### config.mk
export PLATFORM = sky130hd
export DESIGN_NAME = rgb_to_yuv420_converter
export DESIGN_NICKNAME = d
export VERILOG_FILES = /design/src/rtl/ryuv_pkg.sv /design/src/rtl/ryuv_csr.sv /design/src/rtl/ryuv_in_stage.sv /design/src/rtl/ryuv_matrix_stage.sv /design/src/rtl/rgb_to_yuv420_converter.sv
export SDC_FILE = /design/constraint.sdc
export NUM_CORES = 1
export LEC_CHECK = 0
export ABC_CLOCK_PERIOD_IN_PS = 8200
export BUFFER_PORTS_ARGS = -buffer_cell sky130_fd_sc_hd__buf_2
export CAP_MARGIN = 20
export CORE_MARGIN = 3
export CORE_UTILIZATION = 60
export CTS_BUF_LIST = sky130_fd_sc_hd__clkbuf_4
export CTS_CLUSTER_DIAMETER = 30
export CTS_CLUSTER_SIZE = 12
export DETAILED_ROUTE_END_ITERATION = 10
export PLACE_DENSITY = 0.82
export REMOVE_ABC_BUFFERS = 1
export SLEW_MARGIN = 20
export SYNTH_ARGS = -nofsm -noshare
export SYNTH_HDL_FRONTEND = slang
export SYNTH_SLANG_ARGS = --single-unit
### constraint.sdc
create_clock -name clock -period 8.2 [get_ports clock]
set_clock_uncertainty 0.1 [all_clocks]
set_input_delay 1.64 -clock clock [delete_from_list [all_inputs] [get_ports clock]]
set_output_delay 1.64 -clock clock [all_outputs]
set_load 0.01 [all_outputs]
### src/rtl/ryuv_pkg.sv
// Shared types, constants and coefficient tables for the RGB to YUV 4:2:0 converter.
// No dependencies; every other rtl file imports this package.
package ryuv_pkg;

   localparam int MAX_WIDTH = 4096;
   localparam int COL_W     = $clog2(MAX_WIDTH);
   localparam int WIDTH_W   = 13;
   localparam int CSR_IDX_W = 2;
   localparam int COEF_W    = 9;
   localparam int PROD_W    = 2 * COEF_W;
   localparam int SUM_W     = PROD_W + 1;
   localparam int RES_W     = 12;

   typedef enum logic [CSR_IDX_W-1:0] {
      CSR_MATRIX = 2'd0,
      CSR_RANGE  = 2'd1,
      CSR_WIDTH  = 2'd2
   } csr_index_type;

   localparam logic [WIDTH_W-1:0] DEFAULT_WIDTH = WIDTH_W'(1920);

   localparam logic signed [RES_W-1:0] LIMITED_ZERO       = RES_W'(16);
   localparam logic signed [RES_W-1:0] LIMITED_LUMA_MAX   = RES_W'(235);
   localparam logic signed [RES_W-1:0] LIMITED_CHROMA_MAX = RES_W'(240);
   localparam logic signed [RES_W-1:0] FULL_MAX           = RES_W'(255);
   localparam logic signed [RES_W-1:0] CHROMA_OFFSET      = RES_W'(128);
   localparam logic [7:0]              CHROMA_NEUTRAL     = 8'd128;

   // [matrix][full][row][colour]: matrix 0 BT.601, 1 BT.709; full 0 limited, 1 full
   localparam logic signed [COEF_W-1:0] COEF_TABLE [2][2][3][3] = '{
      '{
         '{'{9'sd66, 9'sd129, 9'sd25}, '{-9'sd38, -9'sd74, 9'sd112},
           '{9'sd112, -9'sd94, -9'sd18}},
         '{'{9'sd76, 9'sd150, 9'sd29}, '{-9'sd43, -9'sd85, 9'sd128},
           '{9'sd128, -9'sd107, -9'sd21}}
      },
      '{
         '{'{9'sd47, 9'sd157, 9'sd16}, '{-9'sd26, -9'sd86, 9'sd112},
           '{9'sd112, -9'sd102, -9'sd10}},
         '{'{9'sd54, 9'sd183, 9'sd18}, '{-9'sd29, -9'sd99, 9'sd128},
           '{9'sd128, -9'sd116, -9'sd12}}
      }
   };

   typedef struct packed {
      logic               matrix_select;
      logic               range_mode;
      logic [WIDTH_W-1:0] image_width;
   } cfg_type;

   typedef struct packed {
      logic [7:0] blue;
      logic [7:0] green;
      logic [7:0] red;
   } pixel_type;

   typedef struct packed {
      pixel_type pixel;
      logic      chroma_valid;
   } stage_type;

endpackage

### src/rtl/ryuv_csr.sv
// Configuration registers: matrix select, range mode and image width.
// Depends on ryuv_pkg.
module ryuv_csr (
   input  logic                            clock,
   input  logic                            reset,
   input  logic                            csr_valid,
   output logic                            csr_ready,
   input  logic [ryuv_pkg::CSR_IDX_W-1:0]  csr_index,
   input  logic [ryuv_pkg::WIDTH_W-1:0]    csr_data,
   output ryuv_pkg::cfg_type               cfg
);
   import ryuv_pkg::*;

   cfg_type cfg_ff;
   cfg_type cfg_in;

   assign csr_ready = 1'b1;
   assign cfg       = cfg_ff;

   always_comb begin
      cfg_in = cfg_ff;
      if (csr_valid) begin
         unique case (csr_index)
            CSR_MATRIX: cfg_in.matrix_select = csr_data[0];
            CSR_RANGE:  cfg_in.range_mode    = csr_data[0];
            CSR_WIDTH:  cfg_in.image_width   = csr_data;
            default:    cfg_in = cfg_ff;
         endcase
      end
   end

   always_ff @(posedge clock) begin
      if (reset) begin
         cfg_ff.matrix_select <= 1'b0;
         cfg_ff.range_mode    <= 1'b0;
         cfg_ff.image_width   <= DEFAULT_WIDTH;
      end else begin
         cfg_ff <= cfg_in;
      end
   end

endmodule

### src/rtl/ryuv_in_stage.sv
// Input register with column and row parity tracking for chroma siting.
// Depends on ryuv_pkg.
module ryuv_in_stage (
   input  logic                          clock,
   input  logic                          reset,
   input  logic [ryuv_pkg::WIDTH_W-1:0]  image_width,
   input  logic                          in_valid,
   output logic                          in_ready,
   input  ryuv_pkg::pixel_type           in_pixel,
   input  logic                          in_frame_start,
   output logic                          out_valid,
   input  logic                          out_ready,
   output ryuv_pkg::stage_type           out_stage
);
   import ryuv_pkg::*;

   logic               valid_ff;
   logic               valid_in;
   stage_type          stage_ff;
   logic [COL_W-1:0]   column_ff;
   logic [COL_W-1:0]   column_in;
   logic               row_odd_ff;
   logic               row_odd_in;
   logic [COL_W-1:0]   column_cur;
   logic               row_cur;
   logic [WIDTH_W-1:0] width_eff;
   logic               take;
   logic               wrap;

   assign in_ready  = !valid_ff || out_ready;
   assign take      = in_valid && in_ready;
   assign out_valid = valid_ff;
   assign out_stage = stage_ff;

   always_comb begin
      if (image_width == '0) begin
         width_eff = WIDTH_W'(1);
      end else if (image_width > WIDTH_W'(MAX_WIDTH)) begin
         width_eff = WIDTH_W'(MAX_WIDTH);
      end else begin
         width_eff = image_width;
      end
   end

   always_comb begin
      column_cur = in_frame_start ? '0 : column_ff;
      row_cur    = in_frame_start ? 1'b0 : row_odd_ff;
      wrap       = (WIDTH_W'(column_cur) + WIDTH_W'(1)) >= width_eff;
      column_in  = column_ff;
      row_odd_in = row_odd_ff;
      valid_in   = valid_ff;
      if (take) begin
         column_in  = wrap ? '0 : column_cur + COL_W'(1);
         row_odd_in = wrap ? !row_cur : row_cur;
         valid_in   = 1'b1;
      end else if (out_ready) begin
         valid_in   = 1'b0;
      end
   end

   always_ff @(posedge clock) begin
      if (reset) begin
         valid_ff   <= 1'b0;
         column_ff  <= '0;
         row_odd_ff <= 1'b0;
      end else begin
         valid_ff   <= valid_in;
         column_ff  <= column_in;
         row_odd_ff <= row_odd_in;
      end
   end

   always_ff @(posedge clock) begin
      if (take) begin
         stage_ff.pixel        <= in_pixel;
         stage_ff.chroma_valid <= !column_cur[0] && !row_cur;
      end
   end

endmodule

### src/rtl/ryuv_matrix_stage.sv
// Color matrix, floor shift, offset and clamp, then the result register.
// Depends on ryuv_pkg.
module ryuv_matrix_stage (
   input  logic                 clock,
   input  logic                 reset,
   input  ryuv_pkg::cfg_type    cfg,
   input  logic                 in_valid,
   output logic                 in_ready,
   input  ryuv_pkg::stage_type  in_stage,
   output logic                 out_valid,
   input  logic                 out_ready,
   output logic [7:0]           out_luma,
   output logic [7:0]           out_cb,
   output logic [7:0]           out_cr,
   output logic                 out_chroma_valid
);
   import ryuv_pkg::*;

   logic                     valid_ff;
   logic                     valid_in;
   logic                     take;
   logic [7:0]               luma_ff;
   logic [7:0]               cb_ff;
   logic [7:0]               cr_ff;
   logic                     chroma_ff;
   logic [7:0]               luma_in;
   logic [7:0]               cb_in;
   logic [7:0]               cr_in;
   logic signed [COEF_W-1:0] px [3];
   logic signed [SUM_W-1:0]  sum [3];
   logic signed [RES_W-1:0]  val [3];
   logic signed [RES_W-1:0]  lo;
   logic signed [RES_W-1:0]  luma_hi;
   logic signed [RES_W-1:0]  chroma_hi;
   logic signed [RES_W-1:0]  luma_off;
   logic [7:0]               clamped [3];

   assign in_ready = !valid_ff || out_ready;
   assign take     = in_valid && in_ready;

   assign px[0] = $signed({1'b0, in_stage.pixel.red});
   assign px[1] = $signed({1'b0, in_stage.pixel.green});
   assign px[2] = $signed({1'b0, in_stage.pixel.blue});

   assign lo        = cfg.range_mode ? '0 : LIMITED_ZERO;
   assign luma_hi   = cfg.range_mode ? FULL_MAX : LIMITED_LUMA_MAX;
   assign chroma_hi = cfg.range_mode ? FULL_MAX : LIMITED_CHROMA_MAX;
   assign luma_off  = lo;

   always_comb begin
      logic signed [PROD_W-1:0] prod [3];
      logic signed [RES_W-1:0]  hi;
      for (int r = 0; r < 3; r++) begin
         for (int c = 0; c < 3; c++) begin
            prod[c] = px[c] * COEF_TABLE[cfg.matrix_select][cfg.range_mode][r][c];
         end
         sum[r] = SUM_W'(prod[0]) + SUM_W'(prod[1]) + SUM_W'(prod[2]);
         val[r] = RES_W'($signed(sum[r][SUM_W-1:8]))
                  + ((r == 0) ? luma_off : CHROMA_OFFSET);
         hi = (r == 0) ? luma_hi : chroma_hi;
         if (val[r] < lo) begin
            clamped[r] = lo[7:0];
         end else if (val[r] > hi) begin
            clamped[r] = hi[7:0];
         end else begin
            clamped[r] = val[r][7:0];
         end
      end
   end

   assign luma_in = clamped[0];
   assign cb_in   = in_stage.chroma_valid ? clamped[1] : CHROMA_NEUTRAL;
   assign cr_in   = in_stage.chroma_valid ? clamped[2] : CHROMA_NEUTRAL;

   always_comb begin
      valid_in = valid_ff;
      if (take) begin
         valid_in = 1'b1;
      end else if (out_ready) begin
         valid_in = 1'b0;
      end
   end

   always_ff @(posedge clock) begin
      if (reset) begin
         valid_ff <= 1'b0;
      end else begin
         valid_ff <= valid_in;
      end
   end

   always_ff @(posedge clock) begin
      if (take) begin
         luma_ff   <= luma_in;
         cb_ff     <= cb_in;
         cr_ff     <= cr_in;
         chroma_ff <= in_stage.chroma_valid;
      end
   end

   assign out_valid        = valid_ff;
   assign out_luma         = luma_ff;
   assign out_cb           = cb_ff;
   assign out_cr           = cr_ff;
   assign out_chroma_valid = chroma_ff;

endmodule

### src/rtl/rgb_to_yuv420_converter.sv
// Top level of the RGB to YUV 4:2:0 converter: config registers, input stage, matrix stage.
// Depends on ryuv_pkg, ryuv_csr, ryuv_in_stage and ryuv_matrix_stage.
//
// Converts one RGB pixel per beat to Y, with Cb/Cr point-sampled at even columns of even
// rows (BT.601 or BT.709, full or limited range). Throughput is one pixel per clock while
// rsp_tready stays high; a pixel passes the input register and then the result register
// around the matrix logic on its way to the result side. Column and row parity restart on a
// beat with frame_start set and wrap at image_width (0 acts as 1, values above 4096 act as
// 4096). On beats without chroma, cb and cr read 128. Write configuration only while idle.
module rgb_to_yuv420_converter (
   input  logic                           clock,
   input  logic                           reset,
   input  logic                           req_tvalid,
   output logic                           req_tready,
   input  logic [23:0]                    req_tdata,   // red, green, blue
   input  logic                           req_tuser,   // frame_start
   output logic                           rsp_tvalid,
   input  logic                           rsp_tready,
   output logic [23:0]                    rsp_tdata,   // luma, cb, cr
   output logic                           rsp_tuser,   // chroma_valid
   input  logic                           csr_valid,
   output logic                           csr_ready,
   input  logic [ryuv_pkg::CSR_IDX_W-1:0] csr_index,
   input  logic [ryuv_pkg::WIDTH_W-1:0]   csr_data
);
   import ryuv_pkg::*;

   cfg_type    cfg;
   pixel_type  req_pixel;
   stage_type  mid_stage;
   logic       mid_valid;
   logic       mid_ready;
   logic [7:0] luma;
   logic [7:0] cb;
   logic [7:0] cr;

   assign req_pixel.red   = req_tdata[7:0];
   assign req_pixel.green = req_tdata[15:8];
   assign req_pixel.blue  = req_tdata[23:16];

   ryuv_csr u_csr (
      .clock     (clock),
      .reset     (reset),
      .csr_valid (csr_valid),
      .csr_ready (csr_ready),
      .csr_index (csr_index),
      .csr_data  (csr_data),
      .cfg       (cfg)
   );

   ryuv_in_stage u_in_stage (
      .clock          (clock),
      .reset          (reset),
      .image_width    (cfg.image_width),
      .in_valid       (req_tvalid),
      .in_ready       (req_tready),
      .in_pixel       (req_pixel),
      .in_frame_start (req_tuser),
      .out_valid      (mid_valid),
      .out_ready      (mid_ready),
      .out_stage      (mid_stage)
   );

   ryuv_matrix_stage u_matrix_stage (
      .clock            (clock),
      .reset            (reset),
      .cfg              (cfg),
      .in_valid         (mid_valid),
      .in_ready         (mid_ready),
      .in_stage         (mid_stage),
      .out_valid        (rsp_tvalid),
      .out_ready        (rsp_tready),
      .out_luma         (luma),
      .out_cb           (cb),
      .out_cr           (cr),
      .out_chroma_valid (rsp_tuser)
   );

   assign rsp_tdata = {cr, cb, luma};

endmodule
Yosys cells after proc, flatten, opt, wreduce, memory -nomap -nowiden --
Cells that the tools add are included.
Storage, ports and cells: output and inout port bits 28, word-level logic and storage cells 90, bits in registers 80, input port bits 45
Cells by class: bitwise logic cells 2, reduce and logical (&&, ||, !) cells 16, magnitude comparators 10, muxes and demuxes 25, add/sub/neg operators 11, multipliers 9, equality and inequality tests 2
Operators by type and width (count):
- 2-to-1 mux 162 bit | 2
- 2-to-1 mux 81 bit | 3
- multiplier 9 x 9 -> 18 bit | 9
- 2-to-1 mux 160 bit | 1
- adder 18 x 18 -> 19 bit | 3
- adder 19 x 18 -> 19 bit | 3
- 2-to-1 mux 8 bit | 6
- greater-than comparator 12 bit | 3
- less-than comparator 12 bit | 3
- 2-to-1 mux 13 bit | 2
- adder 11 x 9 -> 12 bit (second input constant) | 2
- 2-to-1 mux 12 bit | 2
- adder 12 x 1 -> 13 bit (second input constant) | 1
- greater-or-equal comparator 13 bit | 1
- greater-than comparator 13 bit (second input constant) | 1
- logical NOT 13 bit | 1
- adder 11 x 6 -> 12 bit | 1
- adder 12 x 1 -> 12 bit (second input constant) | 1
- 2-to-1 mux 5 bit | 2
- 2-to-1 mux 1 bit | 6
- AND reduction 2 bit | 3
- greater-or-equal comparator 2 bit (second input constant) | 2
- logical NOT 1 bit | 4
- 2-to-1 mux 4 bit | 1
- other kinds (7) | 12

Depth between registers and ports, before layout --
Gate-level depths: netlist of run 1.
word-level depth 14, gate-level depth with buffers 39, mapped depth without buffers 33

Cells and area by module --
Synthesis of run 1 repeated with hierarchy kept, for this count alone.
Second synthesis, totals: cell total of the unflattened synthesis 2246, area, all modules 21310.4 µm²
Modules (own cells, without submodules):
- ryuv_matrix_stage | area each 18726.7 µm², cells each 2015, instances 1, seq. area each 770.7 µm²
- ryuv_in_stage | area each 1898.1 µm², cells each 163, instances 1, seq. area each 1031.0 µm²
- ryuv_csr | area each 685.7 µm², cells each 68, instances 1, seq. area each 300.3 µm²

Worst setup path before layout of run 1 --
OpenSTA, ideal clock, no wires.
path kind register -> register, start point reg u_csr.cfg_ff (netlist bit u_csr.cfg[13]), end point reg u_matrix_stage.luma_ff[1], in the netlist u_matrix_stage.out_luma[1], data pin, setup time 0.264 ns, slack -0.820 ns, cell stages (with the launch flop) 33, arrival time 8.656 ns, path buffers 4, period minus slack after synthesis 9.020 ns, required time 7.836 ns, cells stage by stage dfxtp_1 clkbuf_1 inv_1 buf_1 ha_1 clkbuf_1 nand2_1 fa_1 fa_1 inv_1 fa_1 fa_1 fa_1 fa_1 inv_1 fa_1 inv_1 ha_1 clkbuf_1 nand3_1 nor3_1 o21a_1 nor2_1 xnor2_1 ha_1 nor2b_1 nand4_1 mux2_2 o211ai_1 xor2_1 nor4b_1 and2_1 a21oi_1
Between the ends: cells in the longest elaborated chain, start to end 11, elaborated cells between the ends (all ways) 16, those cells by class 3 x add/sub; 3 x mul; 2 x order compare; 7 x mux; 1 x bitwise
Ends and longest elaborated chain:
- start, declared | line ryuv_csr.sv:14 | cfg_type cfg_ff;
- start signal, assigned | line ryuv_csr.sv:38 | cfg_ff <= cfg_in;
- NOT 1 -> 2 bit (implied by the code) | line ryuv_matrix_stage.sv:55 | prod[c] = px[c] * COEF_TABLE[cfg.matrix_select][cfg.range_mode][r][c];
- 2-to-1 mux 81 bit (implied by the code) | line ryuv_matrix_stage.sv:55
- 2-to-1 mux 81 bit (2 in a row)
- multiplier 9 x 9 -> 18 bit | line ryuv_matrix_stage.sv:55
- adder 18 x 18 -> 19 bit | line ryuv_matrix_stage.sv:57 | sum[r] = SUM_W'(prod[0]) + SUM_W'(prod[1]) + SUM_W'(prod[2]);
- adder 19 x 18 -> 19 bit | line ryuv_matrix_stage.sv:57
- adder 11 x 6 -> 12 bit | line ryuv_matrix_stage.sv:59 | + ((r == 0) ? luma_off : CHROMA_OFFSET);
- greater-than comparator 12 bit | line ryuv_matrix_stage.sv:63 | end else if (val[r] > hi) begin
- 2-to-1 mux 8 bit | line ryuv_matrix_stage.sv:63
- 2-to-1 mux 8 bit * | line ryuv_matrix_stage.sv:61 | if (val[r] < lo) begin
- end signal, assigned | line ryuv_matrix_stage.sv:94 | luma_ff <= luma_in;
- end, declared | line ryuv_matrix_stage.sv:22 | logic [7:0] luma_ff;
Mark *: on every way between the ends. The rest lies on a longest branch, timed or not. The select of a mux whose other input is x is not followed. A chain may end at the register's enable or synchronous reset.

Final worst setup path of run 1 --
start point reg u_csr.cfg_ff (netlist bit u_csr.cfg[13]), end point reg u_matrix_stage.luma_ff[0], in the netlist u_matrix_stage.out_luma[0], data pin
Same word-level chain as after synthesis.

==> flow_summary.html, run 1 <==
<table>
<tr><th>Metric</th><th>Value</th></tr>
<tr><th colspan="2">Setup path</th></tr>
<tr><td>Sort of element at the start of the critical path</td><td>flop</td></tr>
<tr><td>Max FO, Critical Path</td><td>6</td></tr>
<tr><td>Required time reported for the critical path endpoint</td><td>8.41 ns</td></tr>
<tr><td>Most frequent cell on the critical path</td><td>sky130_fd_sc_hd__inv_2</td></tr>
<tr><td>Signal arrival time at the worst endpoint</td><td>8.34 ns</td></tr>
<tr><td>CP max-delay cell</td><td>sky130_fd_sc_hd__fa_1</td></tr>
<tr><td>Worst setup path class</td><td>reg2reg</td></tr>
<tr><td>Delay contributed by the slowest stage of the critical path</td><td>0.56 ns</td></tr>
<tr><td>Critical path capture point type</td><td>flop</td></tr>
<tr><th colspan="2">STA</th></tr>
<tr><td>Setup repair after global routing missed its margin</td><td>yes</td></tr>
<tr><td>Slew of the pin with the lowest slew margin</td><td>0.769 ns</td></tr>
<tr><td>Final worst hold slack</td><td>0.374 ns</td></tr>
<tr><td>Final count of negative-setup-slack endpoints</td><td>0</td></tr>
<tr><td>Final Cycle Share</td><td>99.2%</td></tr>
<tr><td>Top achievable clock speed</td><td>123 MHz</td></tr>
<tr><td>Remaining max-slew budget at the tightest pin</td><td>48.2%</td></tr>
<tr><td>Pins over their slew limit</td><td>0</td></tr>
<tr><td>Final critical-path required period</td><td>8.13 ns</td></tr>
<tr><td>Final hold viol count</td><td>0</td></tr>
<tr><th colspan="2">Synth</th></tr>
<tr><td>Leading register cell type out of synthesis</td><td>sky130_fd_sc_hd__edfxtp_1</td></tr>
<tr><td>Share of synthesized area occupied by flip-flops and latches</td><td>9.92%</td></tr>
<tr><td>Cells after synthesis</td><td>2291</td></tr>
<tr><td>Share of synthesized cell area in and, or, nand and nor gates</td><td>11.7%</td></tr>
<tr><td>Post-synthesis instance area</td><td>21200 sq um</td></tr>
<tr><td>Area share of xor/xnor cells in the synthesized design</td><td>1.61%</td></tr>
<tr><td>Share of cell area taken by muxes after synthesis</td><td>0.407%</td></tr>
<tr><td>Ys Warns</td><td>0</td></tr>
<tr><td>Post-synthesis adder-cell area fraction</td><td>57.1%</td></tr>
<tr><td>Average size of a mapped cell</td><td>9.25 sq um</td></tr>
<tr><td>Combinational family with the most area after synthesis</td><td>adder cells</td></tr>
<tr><td>Synth Area in Compound Gates</td><td>6.78%</td></tr>
<tr><td>Fraction of synthesis flops using an asynchronous set or reset pin</td><td>0%</td></tr>
<tr><td>Post-synthesis sequential element count</td><td>80</td></tr>
<tr><td>Number of enable-type register cells in the synthesized netlist</td><td>50</td></tr>
<tr><td>Number of distinct library cells after synthesis</td><td>81</td></tr>
<tr><th colspan="2">Routing</th></tr>
<tr><td>Initial DRT Pass Iterations</td><td>7</td></tr>
<tr><td>DR DRC count</td><td>0</td></tr>
<tr><td>Via density</td><td>5.57</td></tr>
<tr><td>Per-cell routed wire length</td><td>19.5 um</td></tr>
<tr><td>Initial detailed-routing violation count</td><td>1153</td></tr>
<tr><td>Via total after detailed routing</td><td>16.5k</td></tr>
<tr><td>Post-route antenna net violation count</td><td>0</td></tr>
<tr><td>Routed wire length</td><td>57700 um</td></tr>
<tr><th colspan="2">Final layout</th></tr>
<tr><td>Final Util</td><td>69.4%</td></tr>
<tr><td>Number of filler cells placed in the layout</td><td>2586</td></tr>
<tr><td>Area growth syn-to-layout</td><td>13.7%</td></tr>
<tr><td>Post-route non-filler standard cell count</td><td>2954</td></tr>
<tr><td>Fraction of layout cells with a size suffix above 1</td><td>16.5%</td></tr>
<tr><td># nets final</td><td>3274</td></tr>
<tr><th colspan="2">Floorplanning</th></tr>
<tr><td>Total Die Area</td><td>37600 sq um</td></tr>
<tr><td>Horizontal die dimension</td><td>194 um</td></tr>
<tr><td># IOs</td><td>73</td></tr>
<tr><td>Die span in y</td><td>194 um</td></tr>
<tr><td>Core ar.</td><td>34700 sq um</td></tr>
<tr><td>Number of rows in the core area</td><td>68</td></tr>
<tr><td>Initial core utilization</td><td>61.1%</td></tr>
<tr><th colspan="2">Clock network</th></tr>
<tr><td>CTS sink count</td><td>80</td></tr>
<tr><td>Level count of the clock H-tree</td><td>3</td></tr>
<tr><td>TritonCTS Buffers</td><td>9</td></tr>
<tr><td>Clock network latency to the later pin of the worst-skew pair</td><td>0.58 ns</td></tr>
<tr><td>Clock transition at the registers of the reported paths</td><td>0.18 ns</td></tr>
<tr><td>Clock root buffer</td><td>sky130_fd_sc_hd__clkbuf_4</td></tr>
<tr><td>Hold-fix buffers at CTS</td><td>0</td></tr>
<tr><td>Number of buffers between clock root and the deepest sink</td><td>2</td></tr>
<tr><td>TritonCTS clock tree</td><td>yes</td></tr>
<tr><th colspan="2">Global routing</th></tr>
<tr><td>Routing layer with the top usage in global route</td><td>met2</td></tr>
<tr><td>GRT met3 Usage</td><td>7.45%</td></tr>
<tr><td>First-pass GRT wire length</td><td>91000 um</td></tr>
<tr><td>Met2 Usage GRT</td><td>52.5%</td></tr>
<tr><td>Initial antenna violation count</td><td>2</td></tr>
<tr><td>Vias in the first global route</td><td>17.6k</td></tr>
<tr><td>Maximum number of pins on one net before global-route repair</td><td>31</td></tr>
<tr><td>Tot GR Track Use</td><td>30.9%</td></tr>
<tr><td>Global route total overflow</td><td>0</td></tr>
<tr><td>Met1 track demand over resource</td><td>38.6%</td></tr>
<tr><th colspan="2">Worst hold path</th></tr>
<tr><td>Min-delay worst type</td><td>reg2reg</td></tr>
<tr><th colspan="2">Placement</th></tr>
<tr><td>Placer congestion estimate</td><td>1.00</td></tr>
<tr><td>Placed Instances</td><td>2917</td></tr>
<tr><td>Number of buffer cells added on primary ports</td><td>71</td></tr>
<tr><td>Final HPWL from detailed placement</td><td>49200 um</td></tr>
<tr><th colspan="2">Run</th></tr>
<tr><td>Max-Cap Viols</td><td>0</td></tr>
<tr><th colspan="2">Status</th></tr>
<tr><td>Outcome</td><td>finished clean</td></tr>
</table>
[registers in the layout, indices dropped and copies added, names as in the netlist]
register                         flops
u_in_stage.out_valid                 1
u_matrix_stage.out_cb                8
u_csr.cfg                           15
u_in_stage.row_odd_ff                1
u_in_stage.out_stage                25
u_matrix_stage.out_valid             1
u_matrix_stage.out_luma              8
u_matrix_stage.out_chroma_valid      1
u_in_stage.column_ff                12
u_matrix_stage.out_cr                8
[stage by stage]
step	setup slack [ns]	cell area [sq um]	setup TNS, ns
final	0.0660	24100	0
after detailed placement	-0.155	23100	-2.17
after global routing	-0.161	24100	-1.62
after CTS	0.000616	23300	0
after global placement	0.0630	23100	0
after floorplan	-1.44	21000	-28.48
[placed cells by master, fill, tap and decap left out, types with 9 or more instances in the layout]
cell                       netlist  routed
sky130_fd_sc_hd__nand3_1        23      21
sky130_fd_sc_hd__nor2b_1        17      13
sky130_fd_sc_hd__buf_2           3      71
sky130_fd_sc_hd__inv_2           1      20
sky130_fd_sc_hd__nor2_2          0      12
sky130_fd_sc_hd__clkbuf_4        0      10
sky130_fd_sc_hd__ha_4            0      23
sky130_fd_sc_hd__ha_1          356     328
sky130_fd_sc_hd__nand4_1        15      15
sky130_fd_sc_hd__o21a_1         11      11
sky130_fd_sc_hd__and2_1         57      53
sky130_fd_sc_hd__fa_2            0      11
sky130_fd_sc_hd__nor2_1        121     105
sky130_fd_sc_hd__o21ai_0        35      31
sky130_fd_sc_hd__nand2b_1       40      37
sky130_fd_sc_hd__nand2_1       162     153
sky130_fd_sc_hd__fa_1          382     371
sky130_fd_sc_hd__buf_4           1     152
sky130_fd_sc_hd__conb_1          2      17
sky130_fd_sc_hd__a21oi_2         1      13
sky130_fd_sc_hd__xor2_1         15      14
sky130_fd_sc_hd__a21o_1         15      15
sky130_fd_sc_hd__o21ai_1         5       9
sky130_fd_sc_hd__nor3_1         13      10
sky130_fd_sc_hd__and3_1         10      10
sky130_fd_sc_hd__inv_1         638     616
sky130_fd_sc_hd__edfxtp_1       50      50
sky130_fd_sc_hd__dfxtp_1        30      28
sky130_fd_sc_hd__a21oi_1        84      70
sky130_fd_sc_hd__xnor2_1        24      22
[synthesized netlist by cell type (all sizes together), types with 8 or more instances]
cell	count	area share [%]
inv	639	11
a21oi	85	2.0
or2	8	0.24
nand2b	41	1.2
nor4	8	0.31
fa	382	36
nor2	121	2.1
and3	10	0.30
xnor2	24	0.99
nand2	162	2.9
a21o	15	0.53
nand3b	8	0.28
o21a	11	0.39
nand3	23	0.54
or3	8	0.24
clkbuf	54	0.96
edfxtp	50	7.1
nand4	15	0.44
xor2	15	0.62
nor2b	17	0.50
nor3	13	0.31
ha	356	21
o21ai	40	0.94
and2	57	1.7
dfxtp	30	2.8
[worst max-delay path, delay by kind of cell (launching register included)]
family	cells	cell delay, ns
AOI/OAI and AO/OA	5	0.88
buffers and inverters	11	1.12
DFF	1	0.43
and+or+nand+nor	6	0.94
adders and majority gates	10	4.05
xor gates and xnor gates	2	0.32
[path summary, 6_finish.rpt]
kind | from | to | slack (ns) | cells after the start
setup / recovery | u_csr.cfg[13] | u_matrix_stage.out_luma[0] | 0.07 | 34
hold / removal | u_in_stage.column_ff[11] | u_in_stage.column_ff[11] | 0.37 | 2
setup reg to reg | u_csr.cfg[13] | u_matrix_stage.out_luma[0] | 0.07 | 34
hold reg to reg | u_in_stage.column_ff[11] | u_in_stage.column_ff[11] | 0.37 | 2
[timing repair]
| item | in CTS | in global routing |
|---|---|---|
| cloned | 0 | 1 |
| endpoints found under the setup margin | 20 | 24 |
| pin swaps | 3 | 69 |
| gates resized for setup | 19 | 159 |
| setup buffers | 1 | 16 |
[cells by family (layout without fill, tap and decap cells)]
kind of cell,count (synthesis),after routing
flip-flops,80,80
AND/OR/NAND/NOR,505,505
XOR/XNOR,39,39
AO/OA/AOI/OAI,219,219
adder cells (fa/ha/maj),738,738
multiplexers,8,8
other,2,20
buffers and inverters,700,890
[routing by layer]
metal	routed length (um)	up-vias
met2	28100	678
met5	0	-
met3	4910	140
met1	22100	8227
li1	-	7421
met4	2570	0
[layout make-up]
| class | count | area [sq um] | share of cell area, % |
|---|---|---|---|
| Clock inverter | 6 | 42.5 | 0.176 |
| Timing Repair Buffer | 235 | 1670 | 6.91 |
| Inverter | 639 | 2410 | 10.0 |
| Multi-Input combinational cell | 1526 | 17200 | 71.5 |
| Clock buffer | 10 | 75.1 | 0.311 |
| Antenna cell | 3 | 7.51 | 0.0311 |
| Sequential cell | 80 | 2110 | 8.74 |
| Tap cell | 455 | 569 | 2.36 |
Power of run 1 is not shown: default switching activity piles up to over one toggle a cycle in this logic, so the estimate is an artifact.
==> run 2, diff against run 1 <==
--- a/config.mk
+++ b/config.mk
@@ -14,8 +14,8 @@
 export CTS_CLUSTER_DIAMETER = 30
 export CTS_CLUSTER_SIZE = 12
 export DETAILED_ROUTE_END_ITERATION = 10
+export MAX_ROUTING_LAYER = met4
 export PLACE_DENSITY = 0.82
-export REMOVE_ABC_BUFFERS = 1
 export SLEW_MARGIN = 20
 export SYNTH_ARGS = -nofsm -noshare
 export SYNTH_HDL_FRONTEND = slang
==> run 2 against run 1 <==
Net effect:
- cell count up 0.78%
- the flow now finishes with violations (setup timing)
- die area stayed put
- maximum frequency shrank 1.7%
- hold slack worse by 0.0048 ns
- global-route usage increased by 0.52 points
- first-iteration DRC count up 6.3%
- sequential cell count unchanged
- register-to-register slack got worse by 0.14 ns
- routed wire length down 0.32%
==> flow_summary.html, run 2 (same netlist as run 1, synthesis figures left out) <==
<table>
<tr><th>Metric</th><th>Value</th></tr>
<tr><th colspan="2">STA</th></tr>
<tr><td>Remaining max-slew budget at the tightest pin</td><td>33.1%</td></tr>
<tr><td>Final critical-path required period</td><td>8.27 ns</td></tr>
<tr><td>Slack of the critical path</td><td>-0.0749 ns</td></tr>
<tr><td>Final count of negative-setup-slack endpoints</td><td>5</td></tr>
<tr><td>Top achievable clock speed</td><td>121 MHz</td></tr>
<tr><td>Pins over their slew limit</td><td>0</td></tr>
<tr><td>Final Cycle Share</td><td>101%</td></tr>
<tr><td>Slew of the pin with the lowest slew margin</td><td>0.994 ns</td></tr>
<tr><td>Final worst hold slack</td><td>0.369 ns</td></tr>
<tr><td>Final hold viol count</td><td>0</td></tr>
<tr><td>Setup repair after global routing missed its margin</td><td>yes</td></tr>
<tr><th colspan="2">Routing</th></tr>
<tr><td>Initial detailed-routing violation count</td><td>1226</td></tr>
<tr><td>Post-route antenna net violation count</td><td>0</td></tr>
<tr><td>DR DRC count</td><td>0</td></tr>
<tr><td>Initial DRT Pass Iterations</td><td>5</td></tr>
<tr><td>Via total after detailed routing</td><td>16.6k</td></tr>
<tr><td>Via density</td><td>5.56</td></tr>
<tr><td>Routed wire length</td><td>57500 um</td></tr>
<tr><td>Per-cell routed wire length</td><td>19.3 um</td></tr>
<tr><th colspan="2">Global routing</th></tr>
<tr><td>Tot GR Track Use</td><td>31.4%</td></tr>
<tr><td>Maximum number of pins on one net before global-route repair</td><td>37</td></tr>
<tr><td>Vias in the first global route</td><td>17.9k</td></tr>
<tr><td>Initial antenna violation count</td><td>1</td></tr>
<tr><td>First-pass GRT wire length</td><td>90700 um</td></tr>
<tr><td>Global route total overflow</td><td>0</td></tr>
<tr><th colspan="2">Setup path</th></tr>
<tr><td>Delay contributed by the slowest stage of the critical path</td><td>0.55 ns</td></tr>
<tr><td>Required time reported for the critical path endpoint</td><td>8.35 ns</td></tr>
<tr><td>Buffering stage count on the worst path with inverters included</td><td>9</td></tr>
<tr><td>Most frequent cell on the critical path</td><td>sky130_fd_sc_hd__fa_1</td></tr>
<tr><td>Worst setup path class</td><td>reg2reg</td></tr>
<tr><td>Crit-path leading delay family</td><td>adder cells</td></tr>
<tr><td>Register-to-register setup slack</td><td>-0.07 ns</td></tr>
<tr><td>Critical path capture point type</td><td>flop</td></tr>
<tr><td>Destination of the worst register-to-register timing path</td><td>u_matrix_stage.out_luma[0]</td></tr>
<tr><td>Source of the worst register-to-register timing path</td><td>u_csr.cfg[14]</td></tr>
<tr><td>CP max-delay cell</td><td>sky130_fd_sc_hd__fa_1</td></tr>
<tr><td>FF-to-FF path depth</td><td>33</td></tr>
<tr><td>Max FO, Critical Path</td><td>8</td></tr>
<tr><td>Sort of element at the start of the critical path</td><td>flop</td></tr>
<tr><td>Signal arrival time at the worst endpoint</td><td>8.43 ns</td></tr>
<tr><th colspan="2">Final layout</th></tr>
<tr><td># nets final</td><td>3299</td></tr>
<tr><td>Flip-flop count of the largest register, all copies and words added</td><td>25</td></tr>
<tr><td>Final Util</td><td>70.3%</td></tr>
<tr><td>Leading cell types in the layout, fill and taps excluded</td><td>sky130_fd_sc_hd__inv_1, sky130_fd_sc_hd__fa_1, sky130_fd_sc_hd__ha_1</td></tr>
<tr><td>Fraction of layout cells with a size suffix above 1</td><td>17.3%</td></tr>
<tr><td>Area growth syn-to-layout</td><td>15.1%</td></tr>
<tr><td>Final design area excluding fillers</td><td>24400 sq um</td></tr>
<tr><td>Most common cell after layout, fill and taps aside</td><td>sky130_fd_sc_hd__inv_1</td></tr>
<tr><td>Post-route non-filler standard cell count</td><td>2977</td></tr>
<tr><td>Number of filler cells placed in the layout</td><td>2500</td></tr>
<tr><th colspan="2">Clock network</th></tr>
<tr><td>Clock transition at the registers of the reported paths</td><td>0.20 ns</td></tr>
<tr><td>CTS sink count</td><td>80</td></tr>
<tr><td>Clock root buffer</td><td>sky130_fd_sc_hd__clkbuf_4</td></tr>
<tr><td>Level count of the clock H-tree</td><td>3</td></tr>
<tr><td>TritonCTS clock tree</td><td>yes</td></tr>
<tr><td>Clock network latency to the later pin of the worst-skew pair</td><td>0.54 ns</td></tr>
<tr><td>Number of buffers between clock root and the deepest sink</td><td>2</td></tr>
<tr><td>TritonCTS Buffers</td><td>9</td></tr>
<tr><th colspan="2">Floorplanning</th></tr>
<tr><td>Horizontal die dimension</td><td>194 um</td></tr>
<tr><td># IOs</td><td>73</td></tr>
<tr><td>Number of rows in the core area</td><td>68</td></tr>
<tr><td>Total Die Area</td><td>37600 sq um</td></tr>
<tr><td>Die span in y</td><td>194 um</td></tr>
<tr><td>Initial core utilization</td><td>61.1%</td></tr>
<tr><td>Core ar.</td><td>34700 sq um</td></tr>
<tr><th colspan="2">Run</th></tr>
<tr><td>Max-Cap Viols</td><td>0</td></tr>
<tr><th colspan="2">Worst hold path</th></tr>
<tr><td>Min-Delay Startpoint</td><td>u_in_stage.column_ff[11]</td></tr>
<tr><td>Worst hold endpoint</td><td>u_in_stage.column_ff[11]</td></tr>
<tr><td>Min-delay worst type</td><td>reg2reg</td></tr>
<tr><td>Hold path cells</td><td>2</td></tr>
<tr><th colspan="2">Placement</th></tr>
<tr><td>Number of buffer cells added on primary ports</td><td>71</td></tr>
<tr><td>Instance area at placement</td><td>23300 sq um</td></tr>
<tr><td>Placed Instances</td><td>2935</td></tr>
<tr><td>Placer congestion estimate</td><td>1.03</td></tr>
<tr><td>Final HPWL from detailed placement</td><td>47500 um</td></tr>
<tr><th colspan="2">Status</th></tr>
<tr><td>Outcome</td><td>finished, violations left</td></tr>
<tr><td>Violations in the final reports</td><td>setup timing</td></tr>
</table>
-- run 2: how the worst max path moves through the flow --
stage                  startpoint                    endpoint  depth (start not counted)
detailed placement  u_csr.cfg[14]  u_matrix_stage.out_luma[4]                         32
global route        u_csr.cfg[14]  u_matrix_stage.out_luma[0]                         34
CTS                 u_csr.cfg[14]    u_matrix_stage.out_cb[2]                         33
finish              u_csr.cfg[14]  u_matrix_stage.out_luma[0]                         33
floorplan           u_csr.cfg[14]  u_matrix_stage.out_luma[1]                         35
global placement    u_csr.cfg[14]  u_matrix_stage.out_luma[0]                         32
-- run 2: repair_timing --
| item | in CTS | in global routing |
|---|---|---|
| hold endpoints to repair | 0 | 0 |
| endpoints found under the setup margin | 22 | 24 |
| gates resized for setup | 38 | 123 |
| hold buffers | 0 | 0 |
| pin swaps | 39 | 62 |
| setup buffers | 11 | 16 |
-- run 2: cell type report --
cell class	instances	area [sq um]	area share, %
diodes	1	2.50	0.0103
flip-flops and latches	80	2110	8.64
clock inverters	7	106	0.436
multi-input cells	1526	17300	70.8
inverters	639	2400	9.85
repair buffers	260	1870	7.66
clock buffers	9	67.6	0.277
well taps	455	569	2.33
-- run 2: worst register-to-register path: cells and delay by family, from the launching register on --
family	cells	cell delay (ns)
fa+ha+maj	10	4.31
buf+inv	9	0.96
simple gates	7	1.13
xor+xnor	2	0.27
flops	1	0.40
mux	1	0.28
compound gates	4	0.53
-- run 2: per-stage QoR --
| step | TNS, ns | setup WS, ns |
|---|---|---|
| final | -0.212 | -0.0749 |
| after global routing | -3.10 | -0.367 |
| after CTS | 0 | 0.00465 |
| after detailed placement | -1.46 | -0.265 |
| after global placement | -0.252 | -0.0705 |
| after floorplan | 0 | 0.00242 |
-- run 2: routing by layer --
| layer | vias to the layer above | track usage [%] | wire (um) |
|---|---|---|---|
| met1 | 8127 | 38.7 | 21900 |
| met4 | 0 | 14.7 | 3470 |
| met2 | 766 | 50.8 | 27400 |
| li1 | 7469 | - | - |
| met3 | 195 | 5.58 | 4760 |
| met5 | - | - | 0 |
Power of run 2 is left out for the same reason.
